<file path="src/design/kmes_pkg.sv">
`timescale 1ns / 1ps
// ----------------------------------------------------------------------------
// kmes_pkg: shared types and constants of the key matrix event scanner
// Command and register codes, event and result layouts, defaults.
// ----------------------------------------------------------------------------
package kmes_pkg;

  localparam int QUEUE_DEPTH_DEF = 32;
  localparam int ROW_COUNT_DEF   = 15;

  localparam int MATRIX_BITS = 120;  // matrix_low plus matrix_high
  localparam int KEY_W       = 7;
  localparam int DELAY_W     = 15;
  localparam int CNT_W       = 16;
  localparam int QCOUNT_W    = 5;
  localparam int IN_DATA_W   = 128;
  localparam int OUT_DATA_W  = 24;
  localparam int CFG_DATA_W  = 64;

  localparam logic [KEY_W-1:0]   NO_KEY         = 7'd127;
  localparam int                 SHIFT_CODE     = 112;
  localparam int                 CTRL_CODE      = 113;
  localparam logic [DELAY_W-1:0] DEFAULT_DELAY  = 15'd12;
  localparam logic [DELAY_W-1:0] DEFAULT_PERIOD = 15'd1;

  typedef enum logic [1:0] {
    CMD_POLL  = 2'd0,
    CMD_POP   = 2'd1,
    CMD_QUERY = 2'd2
  } kmes_cmd_e;

  typedef enum logic [1:0] {
    CFG_REPEAT_DELAY    = 2'd0,
    CFG_REPEAT_PERIOD   = 2'd1,
    CFG_SENSE_MASK_LOW  = 2'd2,
    CFG_SENSE_MASK_HIGH = 2'd3
  } kmes_cfg_e;

  typedef enum logic [2:0] {
    ST_IDLE,
    ST_SCAN,
    ST_REPEAT,
    ST_POP,
    ST_QUERY,
    ST_DONE
  } kmes_state_e;

  // one queued event, key code in the lowest bits
  typedef struct packed {
    logic             repeat_ev;
    logic             key_up;
    logic             ctrl;
    logic             shift;
    logic [KEY_W-1:0] key;
  } kmes_event_t;

  // bits read at the probe address of the snapshot store
  typedef struct packed {
    logic sensed;
    logic prev;
    logic now;
  } kmes_probe_t;

  // input item, last field in the lowest bits
  typedef struct packed {
    logic             pad;
    logic [KEY_W-1:0] query_key;
    logic [55:0]      matrix_high;
    logic [63:0]      matrix_low;
  } kmes_in_t;

  // result item, last field in the lowest bits
  typedef struct packed {
    logic [3:0]          pad;
    logic [QCOUNT_W-1:0] queue_count;
    logic                key_released;
    logic                key_pressed;
    logic                key_held;
    logic                event_repeat;
    logic                event_key_up;
    logic                event_ctrl;
    logic                event_shift;
    logic [KEY_W-1:0]    event_key;
    logic                event_valid;
  } kmes_result_t;

endpackage

</file>
<file path="src/design/kmes_event_fifo.sv">
`timescale 1ns / 1ps
// ----------------------------------------------------------------------------
// kmes_event_fifo: event queue of the key matrix event scanner
// Circular buffer holding DEPTH-1 events; pushes into a full queue drop.
// ----------------------------------------------------------------------------
module kmes_event_fifo #(
  parameter int DEPTH = kmes_pkg::QUEUE_DEPTH_DEF
) (
  input  logic                           clk_i,
  input  logic                           rst_ni,
  input  logic                           push_i,
  input  kmes_pkg::kmes_event_t          push_data_i,
  input  logic                           pop_i,
  output kmes_pkg::kmes_event_t          rd_data_o,
  output logic                           empty_o,
  output logic [$clog2(DEPTH)-1:0]       count_o
);
  import kmes_pkg::*;

  localparam int PTR_W = $clog2(DEPTH);

  kmes_event_t        mem [DEPTH];
  kmes_event_t        rd_data_q;
  logic [PTR_W-1:0]   wr_ptr_q, wr_ptr_d, rd_ptr_q, rd_ptr_d;
  logic [PTR_W-1:0]   wr_next, rd_next;
  logic [PTR_W:0]     wrap_sum;
  logic               full;

  assign wr_next  = (wr_ptr_q == PTR_W'(DEPTH - 1)) ? '0 : wr_ptr_q + 1'b1;
  assign rd_next  = (rd_ptr_q == PTR_W'(DEPTH - 1)) ? '0 : rd_ptr_q + 1'b1;
  assign full     = (wr_next == rd_ptr_q);
  assign empty_o  = (wr_ptr_q == rd_ptr_q);
  assign wrap_sum = {1'b0, wr_ptr_q} + (PTR_W + 1)'(DEPTH) - {1'b0, rd_ptr_q};
  assign count_o  = (wr_ptr_q >= rd_ptr_q) ? wr_ptr_q - rd_ptr_q : wrap_sum[PTR_W-1:0];
  assign rd_data_o = rd_data_q;

  always_comb begin
    wr_ptr_d = wr_ptr_q;
    rd_ptr_d = rd_ptr_q;
    if (push_i && !full) begin
      wr_ptr_d = wr_next;
    end
    if (pop_i && !empty_o) begin
      rd_ptr_d = rd_next;
    end
  end

  always_ff @(posedge clk_i or negedge rst_ni) begin
    if (!rst_ni) begin
      wr_ptr_q <= '0;
      rd_ptr_q <= '0;
    end else begin
      wr_ptr_q <= wr_ptr_d;
      rd_ptr_q <= rd_ptr_d;
    end
  end

  // write port
  always_ff @(posedge clk_i) begin
    if (push_i && !full) begin
      mem[wr_ptr_q] <= push_data_i;
    end
  end

  // registered read port
  always_ff @(posedge clk_i) begin
    if (pop_i) begin
      rd_data_q <= mem[rd_ptr_q];
    end
  end

`ifndef SYNTHESIS
  a_no_pop_empty : assert property (@(posedge clk_i) disable iff (!rst_ni)
    pop_i |-> !empty_o)
    else $error("pop from empty event queue");

  a_no_push_pop : assert property (@(posedge clk_i) disable iff (!rst_ni)
    !(push_i && pop_i))
    else $error("push and pop in one cycle");

  a_full_drop : assert property (@(posedge clk_i) disable iff (!rst_ni)
    push_i && full |=> $stable(wr_ptr_q))
    else $error("push into full queue moved the write pointer");

  a_pop_count : assert property (@(posedge clk_i) disable iff (!rst_ni)
    pop_i |=> count_o == PTR_W'($past(count_o) - 1'b1))
    else $error("pop did not lower the event count by one");
`endif

endmodule

</file>
<file path="src/design/kmes_snapshot.sv">
`timescale 1ns / 1ps
// ----------------------------------------------------------------------------
// kmes_snapshot: current and previous key matrix snapshots
// Loads a new matrix on poll and serves one probe address per cycle.
// ----------------------------------------------------------------------------
module kmes_snapshot #(
  parameter int ROW_COUNT = kmes_pkg::ROW_COUNT_DEF
) (
  input  logic                                  clk_i,
  input  logic                                  rst_ni,
  input  logic                                  load_i,
  input  logic [63:0]                           matrix_low_i,
  input  logic [55:0]                           matrix_high_i,
  input  logic [kmes_pkg::MATRIX_BITS-1:0]      sense_mask_i,
  input  logic [kmes_pkg::KEY_W-1:0]            probe_code_i,
  output kmes_pkg::kmes_probe_t                 probe_o,
  output logic                                  shift_o,
  output logic                                  ctrl_o
);
  import kmes_pkg::*;

  localparam int ROW_BITS = 8 * ROW_COUNT;
  localparam int IDX_W    = $clog2(ROW_BITS);

  logic [ROW_BITS-1:0]    current_q, previous_q, load_rows;
  logic [MATRIX_BITS-1:0] matrix;
  logic [IDX_W-1:0]       idx;
  logic                   in_rows, in_mask;

  assign matrix = {matrix_high_i, matrix_low_i};

  // rows beyond the matrix ports read as not held
  if (ROW_BITS <= MATRIX_BITS) begin : g_trim
    assign load_rows = matrix[ROW_BITS-1:0];
  end else begin : g_pad
    assign load_rows = {{(ROW_BITS - MATRIX_BITS){1'b0}}, matrix};
  end

  if (ROW_BITS > SHIFT_CODE) begin : g_shift
    assign shift_o = current_q[SHIFT_CODE];
  end else begin : g_no_shift
    assign shift_o = 1'b0;
  end

  if (ROW_BITS > CTRL_CODE) begin : g_ctrl
    assign ctrl_o = current_q[CTRL_CODE];
  end else begin : g_no_ctrl
    assign ctrl_o = 1'b0;
  end

  always_ff @(posedge clk_i or negedge rst_ni) begin
    if (!rst_ni) begin
      current_q  <= '0;
      previous_q <= '0;
    end else if (load_i) begin
      previous_q <= current_q;
      current_q  <= load_rows;
    end
  end

  assign idx     = probe_code_i[IDX_W-1:0];
  assign in_rows = ({1'b0, probe_code_i} < 8'(ROW_BITS));
  assign in_mask = ({1'b0, probe_code_i} < 8'(MATRIX_BITS));

  always_comb begin
    probe_o        = '0;
    probe_o.now    = in_rows && current_q[idx];
    probe_o.prev   = in_rows && previous_q[idx];
    probe_o.sensed = in_mask && sense_mask_i[probe_code_i];
  end

endmodule

</file>
<file path="src/design/key_matrix_event_scanner.sv">
`timescale 1ns / 1ps
// ----------------------------------------------------------------------------
// key_matrix_event_scanner: key matrix scanner with typematic repeat
// Turns matrix snapshots into queued press, release and repeat events.
// ----------------------------------------------------------------------------
// Poll: one scan code per cycle in SCAN, then REPEAT and DONE. Pop and query
//   pass through POP or QUERY to DONE; empty pop and command 3 go to DONE.
// Each returns to IDLE from DONE, where tready is high again.
// One transaction in work at a time; the output register holds a result until
//   taken, and a new result waits in DONE while it is held, with tready low.
// Reset clears snapshots, queue pointers, repeat state and the output;
//   registers return to delay 12, period 1 and all keys sensed.
// ----------------------------------------------------------------------------
module key_matrix_event_scanner #(
  parameter int QUEUE_DEPTH = kmes_pkg::QUEUE_DEPTH_DEF,
  parameter int ROW_COUNT   = kmes_pkg::ROW_COUNT_DEF
) (
  input  logic                              clk_i,
  input  logic                              rst_ni,
  // input stream
  input  logic                              s_axis_tvalid,
  output logic                              s_axis_tready,
  // tdata: matrix_low[63:0], matrix_high[119:64], query_key[126:120]
  input  logic [kmes_pkg::IN_DATA_W-1:0]    s_axis_tdata,
  // tuser: command[1:0]
  input  logic [1:0]                        s_axis_tuser,
  // result stream
  output logic                              m_axis_tvalid,
  input  logic                              m_axis_tready,
  // tdata: event_valid[0], event_key[7:1], event_shift[8], event_ctrl[9],
  //        event_key_up[10], event_repeat[11], key_held[12], key_pressed[13],
  //        key_released[14], queue_count[19:15]
  output logic [kmes_pkg::OUT_DATA_W-1:0]   m_axis_tdata,
  // configuration writes
  input  logic                              cfg_valid_i,
  output logic                              cfg_ready_o,
  input  logic [1:0]                        cfg_index_i,
  input  logic [kmes_pkg::CFG_DATA_W-1:0]   cfg_data_i
);
  import kmes_pkg::*;

  localparam int ROW_BITS   = 8 * ROW_COUNT;
  localparam int SCAN_CODES = (ROW_BITS < MATRIX_BITS) ? ROW_BITS : MATRIX_BITS;
  localparam int PTR_W      = $clog2(QUEUE_DEPTH);

  // configuration registers
  logic [DELAY_W-1:0]     delay_q, period_q;
  logic [MATRIX_BITS-1:0] mask_q;

  // sequencer state
  kmes_state_e            state_q, state_d;
  logic [KEY_W-1:0]       code_q, code_d;
  logic [KEY_W-1:0]       qkey_q, qkey_d;
  logic [KEY_W-1:0]       rkey_q, rkey_d;
  logic signed [CNT_W-1:0] cnt_q, cnt_d, cnt_inc;
  kmes_result_t           res_q, res_d;

  // output register
  logic                   out_valid_q, out_valid_d;
  kmes_result_t           out_data_q, out_data_d;

  // datapath links
  kmes_in_t               in_item;
  kmes_cmd_e              in_cmd;
  logic                   load;
  logic [KEY_W-1:0]       probe_code;
  kmes_probe_t            probe;
  logic                   shift, ctrl;
  logic                   fifo_push, fifo_pop, fifo_empty;
  kmes_event_t            push_ev, pop_ev;
  logic [PTR_W-1:0]       fifo_count;
  logic                   accept, out_load;

  assign in_item       = kmes_in_t'(s_axis_tdata);
  assign in_cmd        = kmes_cmd_e'(s_axis_tuser);
  assign s_axis_tready = (state_q == ST_IDLE);
  assign accept        = s_axis_tvalid && s_axis_tready;
  assign cfg_ready_o   = 1'b1;
  assign m_axis_tvalid = out_valid_q;
  assign m_axis_tdata  = out_data_q;
  assign cnt_inc       = cnt_q + 16'sd1;

  // --------------------------------------------------------------------------
  // Configuration: a zero repeat value falls back to its default
  // --------------------------------------------------------------------------
  always_ff @(posedge clk_i or negedge rst_ni) begin
    if (!rst_ni) begin
      delay_q  <= DEFAULT_DELAY;
      period_q <= DEFAULT_PERIOD;
      mask_q   <= '1;
    end else if (cfg_valid_i) begin
      unique case (kmes_cfg_e'(cfg_index_i))
        CFG_REPEAT_DELAY: begin
          delay_q <= (cfg_data_i[DELAY_W-1:0] != '0) ? cfg_data_i[DELAY_W-1:0]
                                                     : DEFAULT_DELAY;
        end
        CFG_REPEAT_PERIOD: begin
          period_q <= (cfg_data_i[DELAY_W-1:0] != '0) ? cfg_data_i[DELAY_W-1:0]
                                                      : DEFAULT_PERIOD;
        end
        CFG_SENSE_MASK_LOW:  mask_q[63:0]   <= cfg_data_i;
        CFG_SENSE_MASK_HIGH: mask_q[119:64] <= cfg_data_i[55:0];
        default: ;
      endcase
    end
  end

  // --------------------------------------------------------------------------
  // Snapshot store and event queue
  // --------------------------------------------------------------------------
  kmes_snapshot #(
    .ROW_COUNT (ROW_COUNT)
  ) u_snapshot (
    .clk_i         (clk_i),
    .rst_ni        (rst_ni),
    .load_i        (load),
    .matrix_low_i  (in_item.matrix_low),
    .matrix_high_i (in_item.matrix_high),
    .sense_mask_i  (mask_q),
    .probe_code_i  (probe_code),
    .probe_o       (probe),
    .shift_o       (shift),
    .ctrl_o        (ctrl)
  );

  kmes_event_fifo #(
    .DEPTH (QUEUE_DEPTH)
  ) u_event_fifo (
    .clk_i       (clk_i),
    .rst_ni      (rst_ni),
    .push_i      (fifo_push),
    .push_data_i (push_ev),
    .pop_i       (fifo_pop),
    .rd_data_o   (pop_ev),
    .empty_o     (fifo_empty),
    .count_o     (fifo_count)
  );

  // --------------------------------------------------------------------------
  // Sequencer
  //   IDLE   take a transaction and dispatch on its command
  //   SCAN   one scan code per cycle: queue edges, arm repeat on fresh press
  //   REPEAT advance the typematic counter of the repeating key
  //   POP    read data of the queue is ready
  //   QUERY  probe the asked key
  //   DONE   hand the result to the output register once it is free
  // --------------------------------------------------------------------------
  always_comb begin
    state_d     = state_q;
    code_d      = code_q;
    qkey_d      = qkey_q;
    rkey_d      = rkey_q;
    cnt_d       = cnt_q;
    res_d       = res_q;
    load        = 1'b0;
    fifo_push   = 1'b0;
    fifo_pop    = 1'b0;
    push_ev     = '0;
    push_ev.shift = shift;
    push_ev.ctrl  = ctrl;
    probe_code  = code_q;
    out_load    = 1'b0;

    unique case (state_q)
      ST_IDLE: begin
        if (accept) begin
          res_d  = '0;
          qkey_d = in_item.query_key;
          unique case (in_cmd)
            CMD_POLL: begin
              load    = 1'b1;
              code_d  = '0;
              state_d = ST_SCAN;
            end
            CMD_POP: begin
              if (!fifo_empty) begin
                fifo_pop = 1'b1;
                state_d  = ST_POP;
              end else begin
                state_d = ST_DONE;
              end
            end
            CMD_QUERY: state_d = ST_QUERY;
            default:   state_d = ST_DONE;
          endcase
        end
      end

      ST_SCAN: begin
        probe_code = code_q;
        if (probe.sensed && (probe.now != probe.prev)) begin
          fifo_push      = 1'b1;
          push_ev.key    = code_q;
          push_ev.key_up = probe.prev;
          // a fresh press takes over the repeat
          if (probe.now && (rkey_q != code_q)) begin
            rkey_d = code_q;
            cnt_d  = 16'sd0 - $signed({1'b0, delay_q});
          end
        end
        if (code_q == KEY_W'(SCAN_CODES - 1)) begin
          state_d = ST_REPEAT;
        end else begin
          code_d = code_q + 1'b1;
        end
      end

      ST_REPEAT: begin
        probe_code = rkey_q;
        if (rkey_q != NO_KEY) begin
          if (probe.now) begin
            if (cnt_inc >= $signed({1'b0, period_q})) begin
              cnt_d             = '0;
              fifo_push         = 1'b1;
              push_ev.key       = rkey_q;
              push_ev.repeat_ev = 1'b1;
            end else begin
              cnt_d = cnt_inc;
            end
          end else begin
            // key let go: stop repeating
            rkey_d = NO_KEY;
          end
        end
        state_d = ST_DONE;
      end

      ST_POP: begin
        res_d.event_valid  = 1'b1;
        res_d.event_key    = pop_ev.key;
        res_d.event_shift  = pop_ev.shift;
        res_d.event_ctrl   = pop_ev.ctrl;
        res_d.event_key_up = pop_ev.key_up;
        res_d.event_repeat = pop_ev.repeat_ev;
        state_d            = ST_DONE;
      end

      ST_QUERY: begin
        probe_code         = qkey_q;
        res_d.key_held     = probe.now;
        res_d.key_pressed  = probe.now && !probe.prev;
        res_d.key_released = probe.prev && !probe.now;
        state_d            = ST_DONE;
      end

      ST_DONE: begin
        if (!out_valid_q || m_axis_tready) begin
          out_load = 1'b1;
          state_d  = ST_IDLE;
        end
      end

      default: state_d = ST_IDLE;
    endcase
  end

  always_ff @(posedge clk_i or negedge rst_ni) begin
    if (!rst_ni) begin
      state_q <= ST_IDLE;
      code_q  <= '0;
      rkey_q  <= NO_KEY;
      cnt_q   <= '0;
    end else begin
      state_q <= state_d;
      code_q  <= code_d;
      rkey_q  <= rkey_d;
      cnt_q   <= cnt_d;
    end
  end

  always_ff @(posedge clk_i) begin
    qkey_q <= qkey_d;
    res_q  <= res_d;
  end

  // --------------------------------------------------------------------------
  // Output register: hold the result until the sink takes it
  // --------------------------------------------------------------------------
  always_comb begin
    out_valid_d = out_valid_q;
    out_data_d  = out_data_q;
    if (m_axis_tready) begin
      out_valid_d = 1'b0;
    end
    if (out_load) begin
      out_valid_d            = 1'b1;
      out_data_d             = res_q;
      out_data_d.queue_count = QCOUNT_W'(fifo_count);
    end
  end

  always_ff @(posedge clk_i or negedge rst_ni) begin
    if (!rst_ni) begin
      out_valid_q <= 1'b0;
    end else begin
      out_valid_q <= out_valid_d;
    end
  end

  always_ff @(posedge clk_i) begin
    out_data_q <= out_data_d;
  end

`ifndef SYNTHESIS
  a_scan_range : assert property (@(posedge clk_i) disable iff (!rst_ni)
    state_q == ST_SCAN |-> {1'b0, code_q} < 8'(SCAN_CODES))
    else $error("scan code beyond the scanned range");

  a_rkey_range : assert property (@(posedge clk_i) disable iff (!rst_ni)
    rkey_q == NO_KEY || {1'b0, rkey_q} < 8'(SCAN_CODES))
    else $error("repeating key outside the scanned range");

  a_busy_after_accept : assert property (@(posedge clk_i) disable iff (!rst_ni)
    accept |=> !s_axis_tready)
    else $error("second transaction taken while one is in work");

  a_no_overwrite : assert property (@(posedge clk_i) disable iff (!rst_ni)
    m_axis_tvalid && !m_axis_tready |-> !out_load)
    else $error("pending result overwritten");
`endif

endmodule

</file>
<file path="config.mk">
export PLATFORM = sky130hd
export DESIGN_NAME = key_matrix_event_scanner
export DESIGN_NICKNAME = d
export VERILOG_FILES = /design/src/design/kmes_pkg.sv /design/src/design/kmes_event_fifo.sv /design/src/design/kmes_snapshot.sv /design/src/design/key_matrix_event_scanner.sv
export SDC_FILE = /design/constraint.sdc
export NUM_CORES = 1
export LEC_CHECK = 0
export BUFFER_PORTS_ARGS = -buffer_cell sky130_fd_sc_hd__buf_2
export CORE_MARGIN = 2
export CORE_UTILIZATION = 30
export DETAILED_ROUTE_END_ITERATION = 6
export SLEW_MARGIN = 5
export SYNTH_ARGS = -nofsm -noshare
export SYNTH_HDL_FRONTEND = slang
export SYNTH_HIERARCHICAL = 1
export SYNTH_SLANG_ARGS = --single-unit
</file>
<file path="constraint.sdc">
create_clock -name clk_i -period 11.25 [get_ports clk_i]
set_input_delay 0 -clock clk_i [delete_from_list [all_inputs] [get_ports clk_i]]
set_output_delay 0 -clock clk_i [all_outputs]
set_load 0.05 [all_outputs]
</file>
==> results of run 1 <==
[cell usage in the layout (no fill, tap or decap), drive strengths merged, types with 6 or more instances in the layout]
cell type / n
o22ai: 16
mux2i: 21
xnor2: 28
nor2: 87
mux4: 204
o21ai: 21
and2: 18
a22o: 9
clkbuf: 123
buf: 251
dfrtp: 304
a21oi: 32
nand2: 41
xor2: 16
dlygate4sd3: 207
nor3: 10
and3: 15
edfxtp: 405
a22oi: 13
ha: 31
dfstp: 130
o211ai: 13
nor4: 9
o22a: 14
bufinv: 7
nand3: 40
a311oi: 7
a31oi: 9
clkinv: 34
nand4: 19
mux2: 400
nor2b: 15
nand2b: 7
diode: 8
inv: 43
nand3b: 6
[kinds of logic after synthesis]
family                     share of synthesized area
DFF                                           0.6314
muxes                                         0.2545
and+or+nand+nor                              0.03970
buffers and inverters                        0.02181
AOI/OAI and AO/OA                            0.03070
xor gates and xnor gates                     0.01050
adders and majority gates                    0.01111
other                                      0.0002045
[through the flow]
| stage | cell area [sq um] | setup WS, ns | power (uW) | std cells |
|---|---|---|---|---|
| finish | 44740 | 3.591 | 11520 | 4292 |
| global route | 44740 | 3.128 | 12160 | 4292 |
| CTS | 44660 | 3.443 | 11680 | 4281 |
| detailed placement | 39540 | 3.517 | 8533 | 3906 |
| global placement | 39540 | 3.517 | 8485 | 3906 |
| floorplan | 36730 | 6.313 | 7328 | 2164 |
[worst paths after layout]
kind                                     start                        end  slack (ns)  depth (start not counted)
worst max-delay path                state_q[2]    u_event_fifo/mem[31][9]        3.59                         13
worst min-delay path                    rst_ni   u_snapshot/current_q[82]        0.04                          2
worst max register to register      state_q[2]    u_event_fifo/mem[31][9]        3.59                         13
worst min register to register       res_q[11]           m_axis_tdata[11]        0.42                          0
max in group asynchronous               rst_ni  u_snapshot/previous_q[42]        8.97                          4
min in group clk_i              cfg_data_i[58]                 mask_q[58]        0.08                          3
[power by group]
part	switching (uW)	leakage, uW	internal [uW]
clock	1280	0.00149	1760
combinational	2080	0.00638	1900
sequential	479	0.00887	4030
total	3840	0.0167	7690
[metal layers]
layer / track usage / wire length, um / share of wire
met4: 0.03217 / 1663 / 0.019
met3: 0.03160 / 5099 / 0.058
met2: 0.2111 / 40100 / 0.46
met1: 0.2022 / 40590 / 0.46
met5: 0 / 99 / 0.0011
[sequential cells by signal (all words and copies together) (netlist names), 7 cells and up]
name and flops:
rkey_q 7, m_axis_tdata 20, period_q 15, res_q 15, u_event_fifo/rd_data_o 11, u_snapshot/current_q 120
mask_q 120, qkey_q 7, delay_q 15, cnt_q 16, code_q 7, u_snapshot/previous_q 120
u_event_fifo/mem 352
[synthesized netlist by cell type (all sizes together), types with 15 or more instances]
cell type	n
ha	31
o21ai	21
nand2	41
xor2	16
edfxtp	405
and2	18
inv	36
nor2	87
xnor2	28
buf	61
nand4	19
and3	15
mux4	204
o22ai	16
mux2	400
clkbuf	71
a21oi	32
dfstp	130
mux2i	21
dfrtp	304
nor2b	15
nand3	40
[final cells by class]
class,count,area [sq um],share of cell area
clock buffer,123,2530,0.05655
antenna,8,20.02,0.0004475
inverter,40,150.1,0.003356
clock inverter,46,534.3,0.01194
sequential,839,23190,0.5184
tap,1625,2033,0.04544
timing repair buffer,458,3466,0.07747
multi-input combinational,1153,12810,0.2864
==> results.tsv, run 1 <==
stage	metric	value	unit
clocking	clock_latency_at_the_later_pin_of_the_worst_skew_pair	0.69	ns
worst_setup_path	worst-endpoint-required	11.53	ns
worst_setup_path	cp_cell_sequence	o22ai_1 -> a21oi_4 -> buf_4 -> mux4_2 -> mux4_2 -> o311ai_1 -> nand4_1 -> inv_1 -> ha_1 -> and3b_1 -> or2_1 -> o211ai_1 -> nor2_1	
clocking	worst_setup_hold_path_clk_slew	0.06	ns
synth	synth.lib_cells_used.distinct	67	
die	die_y	353.8	um
clocking	cts_hold_repair.buffers	206	
cells_and_area	n_fill_cell	11413	
die	start_util	0.3021	
timing	slew_headroom	0.1509	
timing	post-route-period-util	0.6808	
clocking	post_cts_resized	0	
route	detail_route.wirelength	87.55	mm
grt	grt_pass1_vias	21412	
route	final_antenna_net_count	0	
route	post_drt_via_cell_ratio	4.842	
worst_setup_path	arrival_time_at_the_worst_endpoint	7.93	ns
synth	postSynthAreaPerCell	16.99	sq um
clocking	maximum_number_of_buffers_from_clock_root_to_sink	3	
synth	netlist_area	0.03672	sq mm
synth	yosys_warnings	6	
synth	postSynth.topFlopCell	sky130_fd_sc_hd__edfxtp_1	
synth	netlist_instances	2161	
timing	maxSlewViolCount	0	
synth	ys_seq_elements	839	
worst_setup_path	crit_path_start_kind	flop	
timing	timing.setup.tns	0	ns
clocking	tritoncts_num_sinks	839	
die	die_width	353.8	um
route	drtPass1Iterations	5	
timing	finalHoldViolCount	0	
worst_setup_path	timing.critical_path.buf_inv	2	
route	dr_vias	20780	
synth	post_synth_main_area_contributors	sky130_fd_sc_hd__edfxtp_1 33%, sky130_fd_sc_hd__dfrtp_1 21%, sky130_fd_sc_hd__mux2_2 12%	
status	outcome	finished clean	
worst_setup_path	timing.critical_path.mode_cell	sky130_fd_sc_hd__mux4_2	
clocking	cts-buffers-inserted	92	
grt	grt_max_degree	183	
timing	fin_skew	0.04750	ns
cells_and_area	area_added_between_synthesis_and_finish	21.85	%
clocking	cts_max_level	3	
grt	grt_util_all_layers	0.1391	
placement	routabilityCongestion	0.7765	
grt	grt_first_pass_wirelength	134.4	mm
grt	total_grt_overflow	0	
synth	yosys.area.top_type_share	0.3312	
cells_and_area	fin_nets	2817	
route	drc	0	
hold_path	hold_path_class	in -> async	
die	fp.dieArea	0.1252	sq mm
timing	tightest_slew	1.274	ns
cells_and_area	share_of_layout_cells_above_drive_strength_1	0.4257	
pwr	powerDensity	257.6	mW/mm^2
timing	grt_setup_unrepaired	no	
die	num_io_pins	228	
route	number_of_drc_markers_in_iteration_0	1410	
worst_setup_path	criticalPathCategory	reg -> reg	
route	routed_wire_length_per_instance	20.40	um
clocking	tritoncts	done	
timing	fin_worst_hold_slack	0.04222	ns
synth	async_set_or_reset_register_ratio_after_synthesis	0.5173	
worst_setup_path	crit_fanout	33	
clocking	cts_root_buffer	sky130_fd_sc_hd__clkbuf_16	
pwr	worst_ir_drop_vdd	0.2941	mV
worst_setup_path	critical-path-slowest-cell	sky130_fd_sc_hd__nor2_1	
worst_setup_path	cp-end-kind	flop	
synth	seq_total_area_yosys	0.6314	
placement	place_hpwl	56.19	mm
grt	number_of_antenna_violations_at_the_first_check_in_global_routing	20	
pwr	p_leak	0.01674	uW
timing	maximum_clock_frequency	130.6	MHz
worst_setup_path	critical-path-max-stage-delay	1.02	ns
synth	synth.largest_area_cell	sky130_fd_sc_hd__edfxtp_1	
placement	placement.io_buffers	221	
synth	synth_enable_flop_cells	405	
cells_and_area	post_layout_util	0.3681	
die	fp-row-count	128	
timing	setup_viol	0	
timing	fin_crit	7.659	ns
die	core_region_area	0.1216	sq mm
worst_setup_path	path_delay_family	simple AND/OR/NAND/NOR gates	
run	maxCapViolCount	0	
clocking	post-cts-setup-buffers	0	
Power figures use the tool's default switching activity.
==> run 2, diff against run 1 <==
Clock period 11.25 ns to 7.8 ns, I/O delays scaled along.
==> results.tsv, run 2 (synthesized netlist as in run 1, its figures left out) <==
stage	metric	value	unit
pwr	cellInternalPower	11300	uW
die	die_y	353.8	um
hold_path	hold_path_class	in -> reg	
route	number_of_drc_markers_in_iteration_0	1446	
worst_setup_path	criticalPathCategory	reg -> reg	
clocking	maximum_number_of_buffers_from_clock_root_to_sink	3	
placement	placement.io_buffers	221	
timing	post-route-period-util	0.8378	
worst_setup_path	crit_fanout	61	
timing	timing.setup.tns	0	ns
timing	maxSlewViolCount	0	
die	start_util	0.3021	
status	outcome	finished clean	
timing	grt_setup_unrepaired	no	
die	core_region_area	0.1216	sq mm
clocking	cts_max_level	3	
route	routed_wire_length_per_instance	20.31	um
cells_and_area	n_fill_cell	11259	
clocking	tritoncts_num_sinks	839	
timing	setup_viol	0	
placement	preCtsSetupSlack	1.259	ns
pwr	worst_ir_drop_vdd	0.2707	mV
pwr	p_leak	0.01703	uW
placement	place_hpwl	57.09	mm
die	num_io_pins	228	
die	fp.dieArea	0.1252	sq mm
cells_and_area	most_common_cell_after_layout_fill_and_taps_aside	sky130_fd_sc_hd__edfxtp_1	
route	post_drt_via_cell_ratio	4.774	
die	die_width	353.8	um
cells_and_area	area_added_between_synthesis_and_finish	23.17	%
timing	slew_headroom	0.1653	
grt	number_of_antenna_violations_at_the_first_check_in_global_routing	21	
pwr	total_switching_power	5587	uW
placement	placed_cells_incl_taps	3951	
pwr	powerDensity	373.3	mW/mm^2
run	maxCapViolCount	0	
clocking	tritoncts	done	
cells_and_area	registers.top_by_ff_count	u_event_fifo/mem	
clocking	cts-buffers-inserted	93	
timing	fin_skew	0.04225	ns
timing	fin_worst_hold_slack	0.07655	ns
clocking	cts_hold_repair.buffers	207	
clocking	post-cts-setup-buffers	0	
timing	maximum_clock_frequency	153.0	MHz
placement	routabilityCongestion	0.7769	
clocking	worst_setup_hold_path_clk_slew	0.06	ns
cells_and_area	layout_common_cells	405 x sky130_fd_sc_hd__edfxtp_1, 400 x sky130_fd_sc_hd__mux2_2, 302 x sky130_fd_sc_hd__dfrtp_1	
clocking	cts_root_buffer	sky130_fd_sc_hd__clkbuf_16	
cells_and_area	fin_nets	2861	
timing	worst_case_setup_margin_in_the_final_layout	1.265	ns
cells_and_area	share_of_layout_cells_above_drive_strength_1	0.4365	
pwr	power.sequential.fraction	0.385	
route	drc	0	
cells_and_area	largest_reg_flops	352	
timing	tightest_slew	1.252	ns
pwr	clock_power_share	0.270	
route	drtPass1Iterations	5	
route	final_antenna_net_count	0	
cells_and_area	postLayoutCellArea	0.04522	sq mm
worst_setup_path	arrival_time_at_the_worst_endpoint	6.89	ns
grt	grt_first_pass_wirelength	135.3	mm
grt	grt_pass1_vias	21421	
die	fp-row-count	128	
placement	post_dp_cell_area	0.03989	sq mm
route	detail_route.wirelength	88.21	mm
clocking	clock_latency_at_the_later_pin_of_the_worst_skew_pair	0.69	ns
pwr	p_comb_frac	0.344	
timing	fin_crit	6.535	ns
route	dr_vias	20738	
worst_setup_path	worst-endpoint-required	8.16	ns
grt	grt_max_degree	202	
grt	grt_util_all_layers	0.1403	
grt	total_grt_overflow	0	
pwr	power.share.switching	0.3309	
worst_setup_path	crit_path_start_kind	flop	
cells_and_area	fin_cells	4344	
worst_setup_path	cp-end-kind	flop	
timing	finalHoldViolCount	0	
clocking	post_cts_resized	0	
## run 2: cell count changes in the layout (fill, tap and decap cells not counted), sizes merged
| cell | previous run | this run |
|---|---|---|
| dlygate4sd3 | 207 | 206 |
| bufinv | 7 | 11 |
| diode | 8 | 11 |
| clkinv | 34 | 30 |
| buf | 251 | 295 |
| inv | 43 | 40 |
| clkbuf | 123 | 129 |
| clkinvlp | 2 | 5 |
## run 2: power groups by stage
stage,Sequential [uW],Combinational [uW],Clock [uW]
after floorplan,6350,4220,0
after global placement,6580,5720,0
after detailed placement,6590,5790,0
after CTS,6510,5900,4700
after global routing,6630,6280,4880
final,6510,5810,4560
## run 2: final cells by class
cell class              count  area [sq um]  area share
inverters                  40         150.1    0.003320
clock buffers             129          2575     0.05694
clock inverters            46         651.9     0.01441
repair buffers            501          3784     0.08366
flip-flops and latches    839         23190      0.5128
multi-input cells        1153         12810      0.2833
diodes                     11         27.53   0.0006087
well taps                1625          2033     0.04496
## run 2: worst max-delay path, stage by stage (launching register included)
cell	delay [ns]
sky130_fd_sc_hd__dfrtp_1	0.54
sky130_fd_sc_hd__nand2b_1	0.34
sky130_fd_sc_hd__o22a_1	0.20
sky130_fd_sc_hd__o22ai_1	0.11
sky130_fd_sc_hd__a21oi_4	0.45
sky130_fd_sc_hd__buf_12	0.48
sky130_fd_sc_hd__mux4_2	0.56
sky130_fd_sc_hd__mux2_2	0.27
sky130_fd_sc_hd__nor4_1	0.18
sky130_fd_sc_hd__a311oi_1	0.08
sky130_fd_sc_hd__o311ai_1	0.26
sky130_fd_sc_hd__nand4_1	0.56
sky130_fd_sc_hd__inv_1	0.17
sky130_fd_sc_hd__ha_1	0.23
sky130_fd_sc_hd__and3b_1	0.20
sky130_fd_sc_hd__buf_4	0.17
sky130_fd_sc_hd__or2_1	0.37
sky130_fd_sc_hd__o211ai_1	0.46
sky130_fd_sc_hd__nor2_1	0.29
sky130_fd_sc_hd__buf_4	0.24
## run 2: per-stage QoR
stage	total power, uW	utilization
6_report	16880	0.3720
2_1_floorplan	10570	-
3_5_place_dp	12380	0.3281
4_1_cts	17110	0.3718
3_3_place_gp	12300	0.3281
5_1_grt	17800	0.3720
## run 2: worst paths after layout
check	start	endpoint	slack, ns	cells past startpoint
worst max-delay path	state_q[1]	u_event_fifo/mem[22][7]	1.27	19
worst min-delay path	cfg_data_i[60]	mask_q[60]	0.08	3
worst min register to register	res_q[7]	m_axis_tdata[7]	0.42	0
max in group asynchronous	rst_ni	u_event_fifo/rd_ptr_q[0]	6.52	3
worst max register to register	state_q[1]	u_event_fifo/mem[22][7]	1.27	19
min in group asynchronous	rst_ni	mask_q[107]	0.21	2
## run 2: layer usage
metal / global-route usage / part of all wire / vias up
met5: 0 / 0.0012 / -
met4: 0.02987 / 0.017 / 18
met3: 0.03222 / 0.057 / 135
met2: 0.2190 / 0.46 / 507
met1: 0.1995 / 0.46 / 10725
li1: - / - / 9353
==> run 3, diff against run 2 <==
Clock period 7.8 ns to 6.8 ns, I/O delays scaled along.
==> results.tsv, run 3 (synthesized netlist as in run 1, its figures left out) <==
stage	metric	value	unit
timing	post-route-period-util	0.9027	
status	outcome	finished clean	
cells_and_area	area_added_between_synthesis_and_finish	23.20	%
cells_and_area	fin_cells	4334	
route	drc	0	
placement	routabilityCongestion	0.7757	
cells_and_area	fin_nets	2862	
clocking	tritoncts_num_sinks	839	
die	fp-row-count	128	
route	number_of_drc_markers_in_iteration_0	1491	
grt	number_of_antenna_violations_at_the_first_check_in_global_routing	13	
clocking	cts_hold_repair.buffers	207	
clocking	clock_latency_at_the_later_pin_of_the_worst_skew_pair	0.68	ns
placement	placed_cells_incl_taps	3953	
die	core_region_area	0.1216	sq mm
cells_and_area	largest_reg_flops	352	
cells_and_area	registers.top_by_ff_count	u_event_fifo/mem	
cells_and_area	share_of_layout_cells_above_drive_strength_1	0.4394	
die	fp.dieArea	0.1252	sq mm
timing	finalHoldViolCount	0	
cells_and_area	n_fill_cell	11259	
placement	preCtsSetupSlack	0.6244	ns
route	routed_wire_length_per_instance	20.15	um
hold_path	hold_path_class	in -> reg	
pwr	powerDensity	428.2	mW/mm^2
timing	tightest_slew	1.260	ns
timing	fin_skew	0.03921	ns
placement	placement.io_buffers	221	
pwr	p_leak	0.01706	uW
route	dr_vias	20802	
route	detail_route.wirelength	87.33	mm
grt	grt_busiest_layer	met2	
clocking	post_cts_resized	0	
die	num_io_pins	228	
die	die_width	353.8	um
grt	grt_util_all_layers	0.1386	
pwr	worst_ir_drop_vdd	0.2384	mV
clocking	worst_setup_hold_path_clk_slew	0.06	ns
grt	grt_first_pass_wirelength	133.7	mm
grt	globalRouteMet3Util	0.02851	
run	maxCapViolCount	0	
die	start_util	0.3021	
timing	worst_case_setup_margin_in_the_final_layout	0.6615	ns
timing	slew_headroom	0.1599	
grt	met1_usage	0.2002	
worst_setup_path	criticalPathCategory	reg -> reg	
timing	fin_crit	6.139	ns
worst_setup_path	arrival_time_at_the_worst_endpoint	6.48	ns
cells_and_area	most_common_cell_after_layout_fill_and_taps_aside	sky130_fd_sc_hd__edfxtp_1	
die	die_y	353.8	um
cells_and_area	layout_common_cells	405 x sky130_fd_sc_hd__edfxtp_1, 400 x sky130_fd_sc_hd__mux2_2, 302 x sky130_fd_sc_hd__dfrtp_1	
cells_and_area	post_layout_util	0.3721	
grt	total_grt_overflow	0	
clocking	cts-buffers-inserted	92	
route	post_drt_via_cell_ratio	4.800	
clocking	cts_max_level	3	
timing	fin_worst_hold_slack	0.08111	ns
clocking	tritoncts	done	
worst_setup_path	crit_fanout	11	
clocking	cts_root_buffer	sky130_fd_sc_hd__clkbuf_16	
grt	grt_pass1_vias	21427	
clocking	maximum_number_of_buffers_from_clock_root_to_sink	3	
clocking	post-cts-setup-buffers	0	
worst_setup_path	crit_path_start_kind	flop	
timing	grt_setup_unrepaired	no	
timing	timing.setup.tns	0	ns
grt	gr_met2_demand_resource	0.2114	
route	drtPass1Iterations	5	
grt	grt_max_degree	190	
route	final_antenna_net_count	0	
timing	maximum_clock_frequency	162.9	MHz
worst_setup_path	worst-endpoint-required	7.14	ns
timing	maxSlewViolCount	0	
timing	setup_viol	0	
worst_setup_path	cp-end-kind	flop	
placement	place_hpwl	56.76	mm
run 3: cell count changes in the layout (fill, tap and decap cells not counted), sizes merged:
cell,change
bufinv,+1
buf,+2
clkbuf,-5
diode,-8
run 3: worst max-delay path, cell delays in order (launching register included):
cell	delay (ns)
sky130_fd_sc_hd__dfrtp_1	0.46
sky130_fd_sc_hd__nand2b_1	0.35
sky130_fd_sc_hd__o22a_1	0.21
sky130_fd_sc_hd__o22ai_1	0.12
sky130_fd_sc_hd__a21oi_4	0.50
sky130_fd_sc_hd__buf_12	0.22
sky130_fd_sc_hd__buf_12	0.14
sky130_fd_sc_hd__mux4_1	0.55
sky130_fd_sc_hd__mux2i_1	0.25
sky130_fd_sc_hd__a22o_1	0.19
sky130_fd_sc_hd__a311oi_1	0.05
sky130_fd_sc_hd__a31oi_1	0.34
sky130_fd_sc_hd__o22ai_1	0.26
sky130_fd_sc_hd__ha_1	0.32
sky130_fd_sc_hd__and3b_1	0.46
sky130_fd_sc_hd__or2_1	0.39
sky130_fd_sc_hd__o211ai_1	0.48
sky130_fd_sc_hd__nor2_1	0.23
sky130_fd_sc_hd__buf_4	0.24
run 3: path summary, 6_finish.rpt:
path / startpoint / endpoint / slack, ns / cells past startpoint
worst max-delay path: state_q[0] / u_event_fifo/mem[0][8] / 0.66 / 18
worst max register to register: state_q[0] / u_event_fifo/mem[0][8] / 0.66 / 18
worst min-delay path: s_axis_tdata[110] / u_snapshot/current_q[110] / 0.08 / 3
min in group asynchronous: rst_ni / mask_q[103] / 0.54 / 3
max in group asynchronous: rst_ni / u_snapshot/previous_q[8] / 5.27 / 4
worst min register to register: res_q[5] / m_axis_tdata[5] / 0.42 / 0
run 3: through the flow:
step | cell area, sq um | total power, uW
floorplan | 36730 | 12130
global placement | 39970 | 14150
detailed placement | 39970 | 14240
CTS | 45230 | 19620
global route | 45230 | 20450
finish | 45240 | 19370
run 3: layout make-up:
cell class,count,area (sq um),share of cell area
antenna,3,7.507,0.0001660
multi-input combinational,1153,12810,0.2833
inverter,40,150.1,0.003319
tap,1625,2033,0.04495
clock buffer,124,2544,0.05623
timing repair buffer,503,3861,0.08536
sequential,839,23190,0.5127
clock inverter,47,634.4,0.01402
run 3: layer usage:
metal	part of all wire	vias to the layer above
met5	0.0012	-
met4	0.024	18
met3	0.057	142
met2	0.46	552
met1	0.46	10758
li1	-	9332
run 3: where the power goes:
part / internal [uW] / leakage, uW / total, uW / switching, uW
Clock: 3100 / 0.00154 / 5190 / 2090
Sequential: 6660 / 0.00886 / 7510 / 857
Combinational: 3270 / 0.00665 / 6670 / 3390
Total: 13000 / 0.0171 / 19400 / 6340
